<file path="src/rtl/core/acd_pkg.sv">
// acd_pkg: types and constants shared by the alarm channel dialer.
// No dependencies; used by acd_chan_unit, acd_dialer and alarm_channel_dialer.
package acd_pkg;

  localparam int unsigned CFG_W    = 10;  // width of each setting register
  localparam int unsigned CFG_IDX_W = 2;
  localparam int unsigned TIMER_W  = 16;
  localparam int unsigned PHASE_W  = 3;
  localparam int unsigned SUB_W    = 4;
  localparam int unsigned CHAN_W   = 5;
  localparam int unsigned LEVELS_W = 16;
  localparam int unsigned MAX_CHANNELS = 16;
  localparam int unsigned STATES_W = PHASE_W * MAX_CHANNELS;
  localparam int unsigned IN_TDATA_W  = 24;
  localparam int unsigned OUT_TDATA_W = 64;

  // setting times are in units of 100 timer ticks
  localparam logic [6:0] TIME_UNIT = 7'd100;
  localparam logic [1:0] LAST_ATTEMPT = 2'd2;

  // register indexes on the configuration port
  localparam logic [CFG_IDX_W-1:0] REG_DEBOUNCE = 2'd0;
  localparam logic [CFG_IDX_W-1:0] REG_CALL     = 2'd1;
  localparam logic [CFG_IDX_W-1:0] REG_RECALL   = 2'd2;

  localparam logic [CFG_W-1:0] DEBOUNCE_RST = 10'd2;
  localparam logic [CFG_W-1:0] CALL_RST     = 10'd5;
  localparam logic [CFG_W-1:0] RECALL_RST   = 10'd300;

  typedef enum logic [2:0] {
    PH_IDLE     = 3'd0,
    PH_DEBOUNCE = 3'd1,
    PH_LOG      = 3'd2,
    PH_DELAY    = 3'd3,
    PH_REQUEST  = 3'd4,
    PH_RECALL   = 3'd5
  } acd_phase_e;

  typedef enum logic [1:0] {
    DL_IDLE = 2'd0,
    DL_WAIT = 2'd1,
    DL_DIAL = 2'd2
  } acd_dl_e;

  typedef enum logic [1:0] {
    SQ_IDLE = 2'd0,
    SQ_CHAN = 2'd1,
    SQ_DIAL = 2'd2
  } acd_seq_e;

  typedef struct packed {
    logic [PHASE_W-1:0] phase;
    logic [TIMER_W-1:0] timer;
    logic               claim;
  } acd_chan_res_t;

  typedef struct packed {
    logic              dial;
    logic [SUB_W-1:0]  sub;
    logic [CHAN_W-1:0] chan;
    logic              busy_set;
    logic              busy_clr;
  } acd_dial_out_t;

endpackage

</file>
<file path="src/rtl/core/acd_chan_unit.sv">
// acd_chan_unit: shared next-state logic for one alarm channel per cycle.
// Depends on acd_pkg.
module acd_chan_unit (
  input  logic [acd_pkg::PHASE_W-1:0] phase_i,
  input  logic [acd_pkg::TIMER_W-1:0] timer_i,
  input  logic                        high_i,
  input  logic                        tick_i,
  input  logic                        busy_i,
  input  logic [acd_pkg::CFG_W-1:0]   debounce_i,
  input  logic [acd_pkg::CFG_W-1:0]   call_i,
  input  logic [acd_pkg::CFG_W-1:0]   recall_i,
  output acd_pkg::acd_chan_res_t      res_o
);

  logic [acd_pkg::TIMER_W-1:0] ticked;
  logic                        expired;
  logic [acd_pkg::CFG_W-1:0]   setting;
  logic [acd_pkg::TIMER_W:0]   product;
  logic [acd_pkg::TIMER_W-1:0] load_val;
  logic                        load;
  acd_pkg::acd_phase_e         ph;

  assign ph      = acd_pkg::acd_phase_e'(phase_i);
  assign ticked  = (tick_i && timer_i != '0) ? timer_i - 1'b1 : timer_i;
  assign expired = (ticked == '0);

  always_comb begin
    unique case (ph)
      acd_pkg::PH_IDLE: setting = debounce_i;
      acd_pkg::PH_LOG:  setting = call_i;
      default:          setting = recall_i;
    endcase
  end

  // 10 x 7 bit product, saturated to the timer width
  assign product  = 17'(setting) * 17'(acd_pkg::TIME_UNIT);
  assign load_val = product[acd_pkg::TIMER_W] ? '1 : product[acd_pkg::TIMER_W-1:0];

  always_comb begin
    res_o.phase = phase_i;
    res_o.claim = 1'b0;
    load        = 1'b0;
    unique case (ph)
      acd_pkg::PH_IDLE: begin
        if (!high_i) begin
          res_o.phase = acd_pkg::PH_DEBOUNCE;
          load        = 1'b1;
        end
      end
      acd_pkg::PH_DEBOUNCE: begin
        if (high_i)       res_o.phase = acd_pkg::PH_IDLE;
        else if (expired) res_o.phase = acd_pkg::PH_LOG;
      end
      acd_pkg::PH_LOG: begin
        res_o.phase = acd_pkg::PH_DELAY;
        load        = 1'b1;
      end
      acd_pkg::PH_DELAY: begin
        if (high_i)       res_o.phase = acd_pkg::PH_IDLE;
        else if (expired) res_o.phase = acd_pkg::PH_REQUEST;
      end
      acd_pkg::PH_REQUEST: begin
        if (!busy_i) begin
          res_o.phase = acd_pkg::PH_RECALL;
          res_o.claim = 1'b1;
          load        = 1'b1;
        end
      end
      acd_pkg::PH_RECALL: begin
        if (high_i)       res_o.phase = acd_pkg::PH_IDLE;
        else if (expired) res_o.phase = acd_pkg::PH_REQUEST;
      end
      default: res_o.phase = acd_pkg::PH_IDLE;
    endcase
    res_o.timer = load ? load_val : ticked;
  end

endmodule

</file>
<file path="src/rtl/core/acd_dialer.sv">
// acd_dialer: dialer sequencer walking subscribers and attempts.
// Depends on acd_pkg.
module acd_dialer #(
  parameter int unsigned SUBSCRIBERS = 3
) (
  input  logic                       clk_i,
  input  logic                       rst_ni,
  input  logic                       claim_i,
  input  logic [acd_pkg::CHAN_W-1:0] claim_chan_i,
  input  logic                       step_i,
  input  logic                       modem_busy_i,
  input  logic                       confirmed_i,
  output acd_pkg::acd_dial_out_t     out_o
);

  acd_pkg::acd_dl_e              phase_q, phase_d;
  logic                          pending_q, pending_d;
  logic [acd_pkg::CHAN_W-1:0]    req_chan_q;
  logic [acd_pkg::SUB_W-1:0]     sub_q, sub_d;
  logic [1:0]                    att_q, att_d;
  logic                          more_subs;

  assign more_subs = ({1'b0, sub_q} + 5'd1) < 5'(SUBSCRIBERS);

  always_ff @(posedge clk_i or negedge rst_ni) begin
    if (!rst_ni) begin
      phase_q    <= acd_pkg::DL_IDLE;
      pending_q  <= 1'b0;
      req_chan_q <= '0;
      sub_q      <= '0;
      att_q      <= '0;
    end else begin
      if (claim_i) begin
        pending_q  <= 1'b1;
        req_chan_q <= claim_chan_i;
      end else if (step_i) begin
        pending_q <= pending_d;
      end
      if (step_i) begin
        phase_q <= phase_d;
        sub_q   <= sub_d;
        att_q   <= att_d;
      end
    end
  end

  always_comb begin
    phase_d   = phase_q;
    pending_d = pending_q;
    sub_d     = sub_q;
    att_d     = att_q;
    out_o     = '0;
    unique case (phase_q)
      acd_pkg::DL_IDLE: begin
        if (pending_q) begin
          pending_d      = 1'b0;
          sub_d          = '0;
          att_d          = '0;
          out_o.busy_set = 1'b1;
          phase_d        = acd_pkg::DL_WAIT;
        end else begin
          out_o.busy_clr = 1'b1;
        end
      end
      acd_pkg::DL_WAIT: begin
        if (!modem_busy_i)    phase_d = acd_pkg::DL_DIAL;
        else if (confirmed_i) phase_d = acd_pkg::DL_IDLE;
      end
      acd_pkg::DL_DIAL: begin
        out_o.dial = 1'b1;
        out_o.sub  = sub_q;
        out_o.chan = req_chan_q;
        if (att_q < acd_pkg::LAST_ATTEMPT) begin
          att_d   = att_q + 2'd1;
          phase_d = acd_pkg::DL_WAIT;
        end else if (more_subs) begin
          sub_d   = sub_q + 1'b1;
          att_d   = '0;
          phase_d = acd_pkg::DL_WAIT;
        end else begin
          phase_d = acd_pkg::DL_IDLE;
        end
      end
      default: phase_d = acd_pkg::DL_IDLE;
    endcase
  end

endmodule

</file>
<file path="src/rtl/core/alarm_channel_dialer.sv">
// alarm_channel_dialer: top level, scan sequencer, channel store, settings and result register.
// Depends on acd_pkg, acd_chan_unit and acd_dialer.
// Scans: a new scan is accepted only once the previous one has finished the walk through the
// channels, one per cycle through the single channel update unit, and the dialer step; the
// dialer step waits while the result register is full and not being emptied.
// Reset: asynchronous, active low; all channels idle with zero timers, dialer idle, settings 2/5/300.
module alarm_channel_dialer #(
  parameter int unsigned CHANNELS    = 16,
  parameter int unsigned SUBSCRIBERS = 3
) (
  input  logic                                clk_i,
  input  logic                                rst_ni,
  // scan input: contact_levels[15:0], modem_busy[16], call_confirmed[17], timer_tick[18]
  input  logic                                s_axis_tvalid,
  output logic                                s_axis_tready,
  input  logic [acd_pkg::IN_TDATA_W-1:0]      s_axis_tdata,
  // result: dial_request[0], dial_subscriber[4:1], dial_channel[9:5], dialer_busy[10],
  // channel_states[58:11]
  output logic                                m_axis_tvalid,
  input  logic                                m_axis_tready,
  output logic [acd_pkg::OUT_TDATA_W-1:0]     m_axis_tdata,
  // configuration write port
  input  logic                                cfg_we_i,
  input  logic [acd_pkg::CFG_IDX_W-1:0]       cfg_index_i,
  input  logic [acd_pkg::CFG_W-1:0]           cfg_data_i
);

  localparam int unsigned CH_W = (CHANNELS > 1) ? $clog2(CHANNELS) : 1;

  // settings
  logic [acd_pkg::CFG_W-1:0] debounce_q, call_q, recall_q;

  // scan sequencer
  acd_pkg::acd_seq_e          seq_q, seq_d;
  logic [CH_W-1:0]            ch_q;
  logic [acd_pkg::LEVELS_W-1:0] levels_q;
  logic                       modem_q, conf_q, tick_q;
  logic                       busy_q, busy_d;

  // channel store, one entry per channel
  logic [acd_pkg::PHASE_W-1:0] phase_q [CHANNELS];
  logic [acd_pkg::TIMER_W-1:0] timer_q [CHANNELS];

  // result register
  logic                           out_valid_q;
  logic [acd_pkg::OUT_TDATA_W-1:0] out_data_q;

  acd_pkg::acd_chan_res_t     chan_res;
  acd_pkg::acd_dial_out_t     dial_out;
  logic                       in_fire, chan_step, last_ch, commit;
  logic [acd_pkg::STATES_W-1:0] states;

  assign s_axis_tready = (seq_q == acd_pkg::SQ_IDLE);
  assign in_fire       = s_axis_tvalid && s_axis_tready;
  assign chan_step     = (seq_q == acd_pkg::SQ_CHAN);
  assign last_ch       = (ch_q == CH_W'(CHANNELS - 1));
  // the dialer steps once the result register is free or being emptied
  assign commit        = (seq_q == acd_pkg::SQ_DIAL) && (!out_valid_q || m_axis_tready);

  always_ff @(posedge clk_i or negedge rst_ni) begin
    if (!rst_ni) begin
      debounce_q <= acd_pkg::DEBOUNCE_RST;
      call_q     <= acd_pkg::CALL_RST;
      recall_q   <= acd_pkg::RECALL_RST;
    end else if (cfg_we_i) begin
      unique case (cfg_index_i)
        acd_pkg::REG_DEBOUNCE: debounce_q <= cfg_data_i;
        acd_pkg::REG_CALL:     call_q     <= cfg_data_i;
        acd_pkg::REG_RECALL:   recall_q   <= cfg_data_i;
        default: ;
      endcase
    end
  end

  // shared channel update unit, fed from the entry under the channel counter
  acd_chan_unit u_chan (
    .phase_i    (phase_q[ch_q]),
    .timer_i    (timer_q[ch_q]),
    .high_i     (levels_q[ch_q]),
    .tick_i     (tick_q),
    .busy_i     (busy_q),
    .debounce_i (debounce_q),
    .call_i     (call_q),
    .recall_i   (recall_q),
    .res_o      (chan_res)
  );

  acd_dialer #(
    .SUBSCRIBERS (SUBSCRIBERS)
  ) u_dialer (
    .clk_i        (clk_i),
    .rst_ni       (rst_ni),
    .claim_i      (chan_step && chan_res.claim),
    .claim_chan_i (acd_pkg::CHAN_W'({1'b0, ch_q} + 1'b1)),
    .step_i       (commit),
    .modem_busy_i (modem_q),
    .confirmed_i  (conf_q),
    .out_o        (dial_out)
  );

  always_comb begin
    seq_d = seq_q;
    unique case (seq_q)
      acd_pkg::SQ_IDLE: if (in_fire) seq_d = acd_pkg::SQ_CHAN;
      acd_pkg::SQ_CHAN: if (last_ch) seq_d = acd_pkg::SQ_DIAL;
      acd_pkg::SQ_DIAL: if (commit)  seq_d = acd_pkg::SQ_IDLE;
      default:                       seq_d = acd_pkg::SQ_IDLE;
    endcase
  end

  // busy flag: a channel claim sets it, the dialer step may set or clear it
  always_comb begin
    busy_d = busy_q;
    if (chan_step && chan_res.claim) begin
      busy_d = 1'b1;
    end else if (commit) begin
      if (dial_out.busy_set)      busy_d = 1'b1;
      else if (dial_out.busy_clr) busy_d = 1'b0;
    end
  end

  always_ff @(posedge clk_i or negedge rst_ni) begin
    if (!rst_ni) begin
      seq_q  <= acd_pkg::SQ_IDLE;
      ch_q   <= '0;
      busy_q <= 1'b0;
    end else begin
      seq_q  <= seq_d;
      busy_q <= busy_d;
      if (in_fire)                   ch_q <= '0;
      else if (chan_step && !last_ch) ch_q <= ch_q + 1'b1;
    end
  end

  // scan fields held for the walk
  always_ff @(posedge clk_i) begin
    if (in_fire) begin
      levels_q <= s_axis_tdata[15:0];
      modem_q  <= s_axis_tdata[16];
      conf_q   <= s_axis_tdata[17];
      tick_q   <= s_axis_tdata[18];
    end
  end

  always_ff @(posedge clk_i or negedge rst_ni) begin
    if (!rst_ni) begin
      for (int i = 0; i < CHANNELS; i++) begin
        phase_q[i] <= acd_pkg::PH_IDLE;
        timer_q[i] <= '0;
      end
    end else if (chan_step) begin
      phase_q[ch_q] <= chan_res.phase;
      timer_q[ch_q] <= chan_res.timer;
    end
  end

  // phase snapshot; channels above CHANNELS read as idle
  always_comb begin
    states = '0;
    for (int i = 0; i < CHANNELS; i++) begin
      states[i*acd_pkg::PHASE_W +: acd_pkg::PHASE_W] = phase_q[i];
    end
  end

  always_ff @(posedge clk_i or negedge rst_ni) begin
    if (!rst_ni) begin
      out_valid_q <= 1'b0;
    end else if (commit) begin
      out_valid_q <= 1'b1;
    end else if (m_axis_tready) begin
      out_valid_q <= 1'b0;
    end
  end

  always_ff @(posedge clk_i) begin
    if (commit) begin
      out_data_q <= {5'd0, states, busy_d, dial_out.chan, dial_out.sub, dial_out.dial};
    end
  end

  assign m_axis_tvalid = out_valid_q;
  assign m_axis_tdata  = out_data_q;

`ifndef SYNTHESIS
  // a result only appears after the dialer step
  a_valid_from_dial: assert property (@(posedge clk_i) disable iff (!rst_ni)
    $rose(m_axis_tvalid) |-> $past(seq_q == acd_pkg::SQ_DIAL))
    else $error("result offered without a dialer step");

  // a dial command is only issued while the dialer is marked busy
  a_dial_busy: assert property (@(posedge clk_i) disable iff (!rst_ni)
    m_axis_tvalid && m_axis_tdata[0] |-> m_axis_tdata[10])
    else $error("dial command with dialer not busy");

  // an accepted scan starts the channel walk at channel 0
  a_walk_start: assert property (@(posedge clk_i) disable iff (!rst_ni)
    in_fire |=> (seq_q == acd_pkg::SQ_CHAN) && (ch_q == '0))
    else $error("channel walk did not start");
`endif

endmodule
</file>
<file path="config.mk">
export PLATFORM = sky130hd
export DESIGN_NAME = alarm_channel_dialer
export DESIGN_NICKNAME = d
export VERILOG_FILES = /design/src/rtl/core/acd_pkg.sv /design/src/rtl/core/acd_chan_unit.sv /design/src/rtl/core/acd_dialer.sv /design/src/rtl/core/alarm_channel_dialer.sv
export SDC_FILE = /design/constraint.sdc
export NUM_CORES = 1
export LEC_CHECK = 0
export BUFFER_PORTS_ARGS = -buffer_cell sky130_fd_sc_hd__buf_4
export CAP_MARGIN = 20
export CELL_PAD_IN_SITES_DETAIL_PLACEMENT = 1
export CELL_PAD_IN_SITES_GLOBAL_PLACEMENT = 2
export CORE_MARGIN = 1.5
export CORE_UTILIZATION = 36
export DETAILED_ROUTE_END_ITERATION = 16
export GPL_ROUTABILITY_DRIVEN = 1
export HOLD_SLACK_MARGIN = 0.1
export MAX_ROUTING_LAYER = met4
export PLACE_DENSITY_LB_ADDON = 0.1
export REMOVE_ABC_BUFFERS = 1
export SYNTH_ARGS = -nofsm -noshare
export SYNTH_HDL_FRONTEND = slang
export SYNTH_SLANG_ARGS = --single-unit
</file>
<file path="constraint.sdc">
create_clock -name clk_i -period 14.9 [get_ports clk_i]
set_clock_uncertainty 0.2 [all_clocks]
set_input_delay 0.745 -clock clk_i [delete_from_list [all_inputs] [get_ports clk_i]]
set_output_delay 0.745 -clock clk_i [all_outputs]
set_load 0.02 [all_outputs]
</file>
==> results by group <==
Run status
  • Status: finished clean

Yosys
  • Compound-gate portion of the synthesized area: 6.20%
  • Largest family of logic cells by synthesized area: multiplexers
  • XOR/XNOR Fraction of Synth Area: 1.11%
  • Top_reg_cell synth: dfrtp_1
  • Adder-Cell Fraction of Synth Area: 2.99%
  • Cell taking the most area after synthesis: dfrtp_1
  • Post-synthesis mux area share: 25.7%
  • Seq cells post-synth: between 400 and 500
  • Post-Syn Area per Cell: between 10 and 15 um^2
  • Post-Syn Instances: 1460
  • YS warnings: 0
  • Yosys cell types: just under 70
  • Simple-gate share of the synthesized area: 5.87%
  • Top cell type's share of synthesized area: a little over two fifths
  • Register area share after synthesis: a little over half
  • Synth area leaders: dfrtp_1 43%, mux2_2 16%, edfxtp_1 11%, mux4_2 9.0%, ha_1 2.5%
  • FFs w/ async S/R, synth: 82.0%
  • Synthesized cell area: a little over 0.02 mm^2
  • EDFF count, synth: a little under 80

Worst setup path
  • Most used cell, CP: a21oi_1
  • R2R depth: 23
  • Worst Path Arrival: 8.96 ns
  • CP Launch Type: flip-flop
  • Critical Path Slowest Stage Cell: a22oi_1
  • CP Cell Sequence: buf_4, mux4_2, mux4_2, nor2_1, buf_4, nor2_1, a21oi_1, ha_1, ha_1, inv_1, fa_1, inv_1, ha_1, a21o_1, a21oi_1, o21bai_1, a21oi_1, o21bai_1, a21oi_1, mux2i_1, nor2_1, a22oi_1, mux2_2
  • Crit Path Max Fanout: 33
  • Max stage delay on crit path: just over 1 ns
  • Critical path type: flip-flop to flip-flop
  • CP required: 15.22 ns
  • Worst R2R Setup Slack: ~6.3 ns
  • Crit path capture type: flip-flop

Detailed routing
  • DR vias/cell: 5.32
  • Final wirelength: approximately 55000 um
  • DRT iter0 DRCs: between 700 and 800
  • Vias: around 12000
  • Detailed Routing Iterations Pass 1: 5
  • Wire per inst: 23.5 um
  • Post-route ant nets: 0
  • Number of remaining DRC errors: 0

GRT
  • GR Util met2: a little under a third
  • Initial antenna violation count: 0
  • Layer carrying the most global-route usage: met2
  • All-Layer GR Usage: about a fifth
  • Largest net degree at the start of global routing: 98
  • Number of global-route vias before repair: 13154
  • Met3 Use GR: under 10%
  • Met1 Resource Use GR: between 20 and 30%
  • Global-route wire length before repair: about 85000 um
  • GRT overflow: 0

Job
  • Max_cap viols: 0

Cells and area
  • Layout net count: between 1500 and 2000
  • Area delta synth->final: 15.8%
  • Commonest non-fill, non-tap cell in the layout: dfrtp_1
  • Area of the multi-input gates: roughly 0.0086 mm^2
  • Fill count: about 5800
  • Antenna cells: 0
  • Register area: between 0.01 and 0.015 mm^2
  • Share of cells above drive strength 1: 38.6%
  • Highest-count cells in the layout ignoring fill and taps: 347 x dfrtp_1, 285 x mux2_2, 132 x buf_4
  • Non-filler cells, final: 2346

Die
  • Die area: between 0.05 and 0.06 mm^2
  • Die span in x: between 200 and 250 um
  • Die Ht: approximately 240 um
  • # rows: a little under 90
  • Initial core utilization: between 30% and 40%
  • # IOs: between 100 and 150
  • Core ar.: about 0.056 mm^2

Worst hold path
  • Min-Delay Path Class: input port to flip-flop
  • Hold depth: 1

Placed design
  • Placed Cells: between 2000 and 2500
  • IO Port Bufs: between 90 and 100
  • DP HPWL: between 30000 and 40000 um
  • Final RePlAce weighted congestion: roughly 0.78

STA
  • Final Setup Violations: 0
  • Setup TNS: 0 ns
  • Final Hold Vio Count: 0
  • Rel. slew slack: approximately 13%
  • Fin crit share: about 58%
  • Slew @ Worst Pin: about 1.3 ns
  • RSZ-0062 raised after global routing: no
  • Tmin final: a little under 9 ns
  • Final slew viol count: 0
  • FMAX: roughly 120 MHz

CTS
  • Clock Latency Late Sink: roughly 0.6 ns
  • Num CTS Buffers: 50
  • CTS H-tree depth: 2
  • Post-CTS Setup Inserts: 0
  • CTS Buffer Depth: 3
  • CTS tree: yes
  • Clock transition at the registers of the reported paths: 0.06 ns
  • # hold bufs at CTS: 14
  • Post-CTS sizing: 0
  • Clk sinks: approximately 430
  • Clock Root Buffer: clkbuf_16
## kinds of logic after synthesis
kind of cell             after synthesis
other                                  1
multiplexers                         389
AO/OA/AOI/OAI                        178
XOR/XNOR                              26
buffers and inverters                150
adder cells (fa/ha/maj)               46
flip-flops                           434
AND/OR/NAND/NOR                      236
## per-layer routing
layer / wire [um] / vias to the layer above
met4: 1010 / 0
met2: 26100 / 178
met1: 26400 / 6637
li1: - / 5598
met3: 1750 / 67
met5: 0 / -
## stage by stage
step	instance area, um^2	setup WS, ns	hold slack (ns)	utilization, %
after floorplan	20000	5.27	0.235	-
after global placement	22000	6.18	0.257	39.0
after detailed placement	22000	6.20	0.266	39.0
after CTS	23800	6.13	0.101	42.1
after global routing	23800	5.66	0.105	42.2
final	23800	6.26	0.136	42.2
## registers in the layout, summed over array words and instances (netlist names), 5 cells and up
| register | flops |
|---|---|
| phase_q | 48 |
| levels_q | 16 |
| recall_q | 10 |
| u_dialer.req_chan_q | 5 |
| debounce_q | 10 |
| call_q | 10 |
| m_axis_tdata | 59 |
| timer_q | 256 |
## path summary, 6_finish.rpt
kind | endpoint | from
max | timer_q[11] | ch_q[0]
min | levels_q[5] | s_axis_tdata[5]
max reg2reg | timer_q[11] | ch_q[0]
min reg2reg | m_axis_tdata[34] | phase_q[26]
max in group asynchronous | timer_q[188] | rst_ni
min in group asynchronous | u_dialer.sub_q[1] | rst_ni
## Yosys cell counts, types with 24 or more instances
library cell	number
a21oi_1	24
a22oi_1	33
clkbuf_1	71
dfrtp_1	349
edfxtp_1	78
ha_1	41
inv_1	35
mux2_2	285
mux4_2	82
nand2_1	80
nor2_1	56
o21ai_0	32
## final cells by class
| cell class | instances | area share, % |
|---|---|---|
| flip-flops and latches | 434 | 47.4 |
| clock buffers | 74 | 6.19 |
| multi-input cells | 880 | 36.3 |
| clock inverters | 18 | 0.621 |
| repair buffers | 148 | 4.94 |
| well taps | 756 | 3.98 |
| inverters | 36 | 0.568 |
## critical path, delay by kind of cell (launching register included)
| kind | cells | cell delay [ns] |
|---|---|---|
| compound gates | 8 | 2.46 |
| mux | 4 | 2.05 |
| fa+ha+maj | 4 | 1.47 |
| buf+inv | 4 | 1.03 |
| flops | 1 | 0.82 |
| simple gates | 3 | 0.47 |
Power is left out: the tool's default activity adds up to more than one toggle a clock period on the data nets, which glitch-free logic cannot reach.
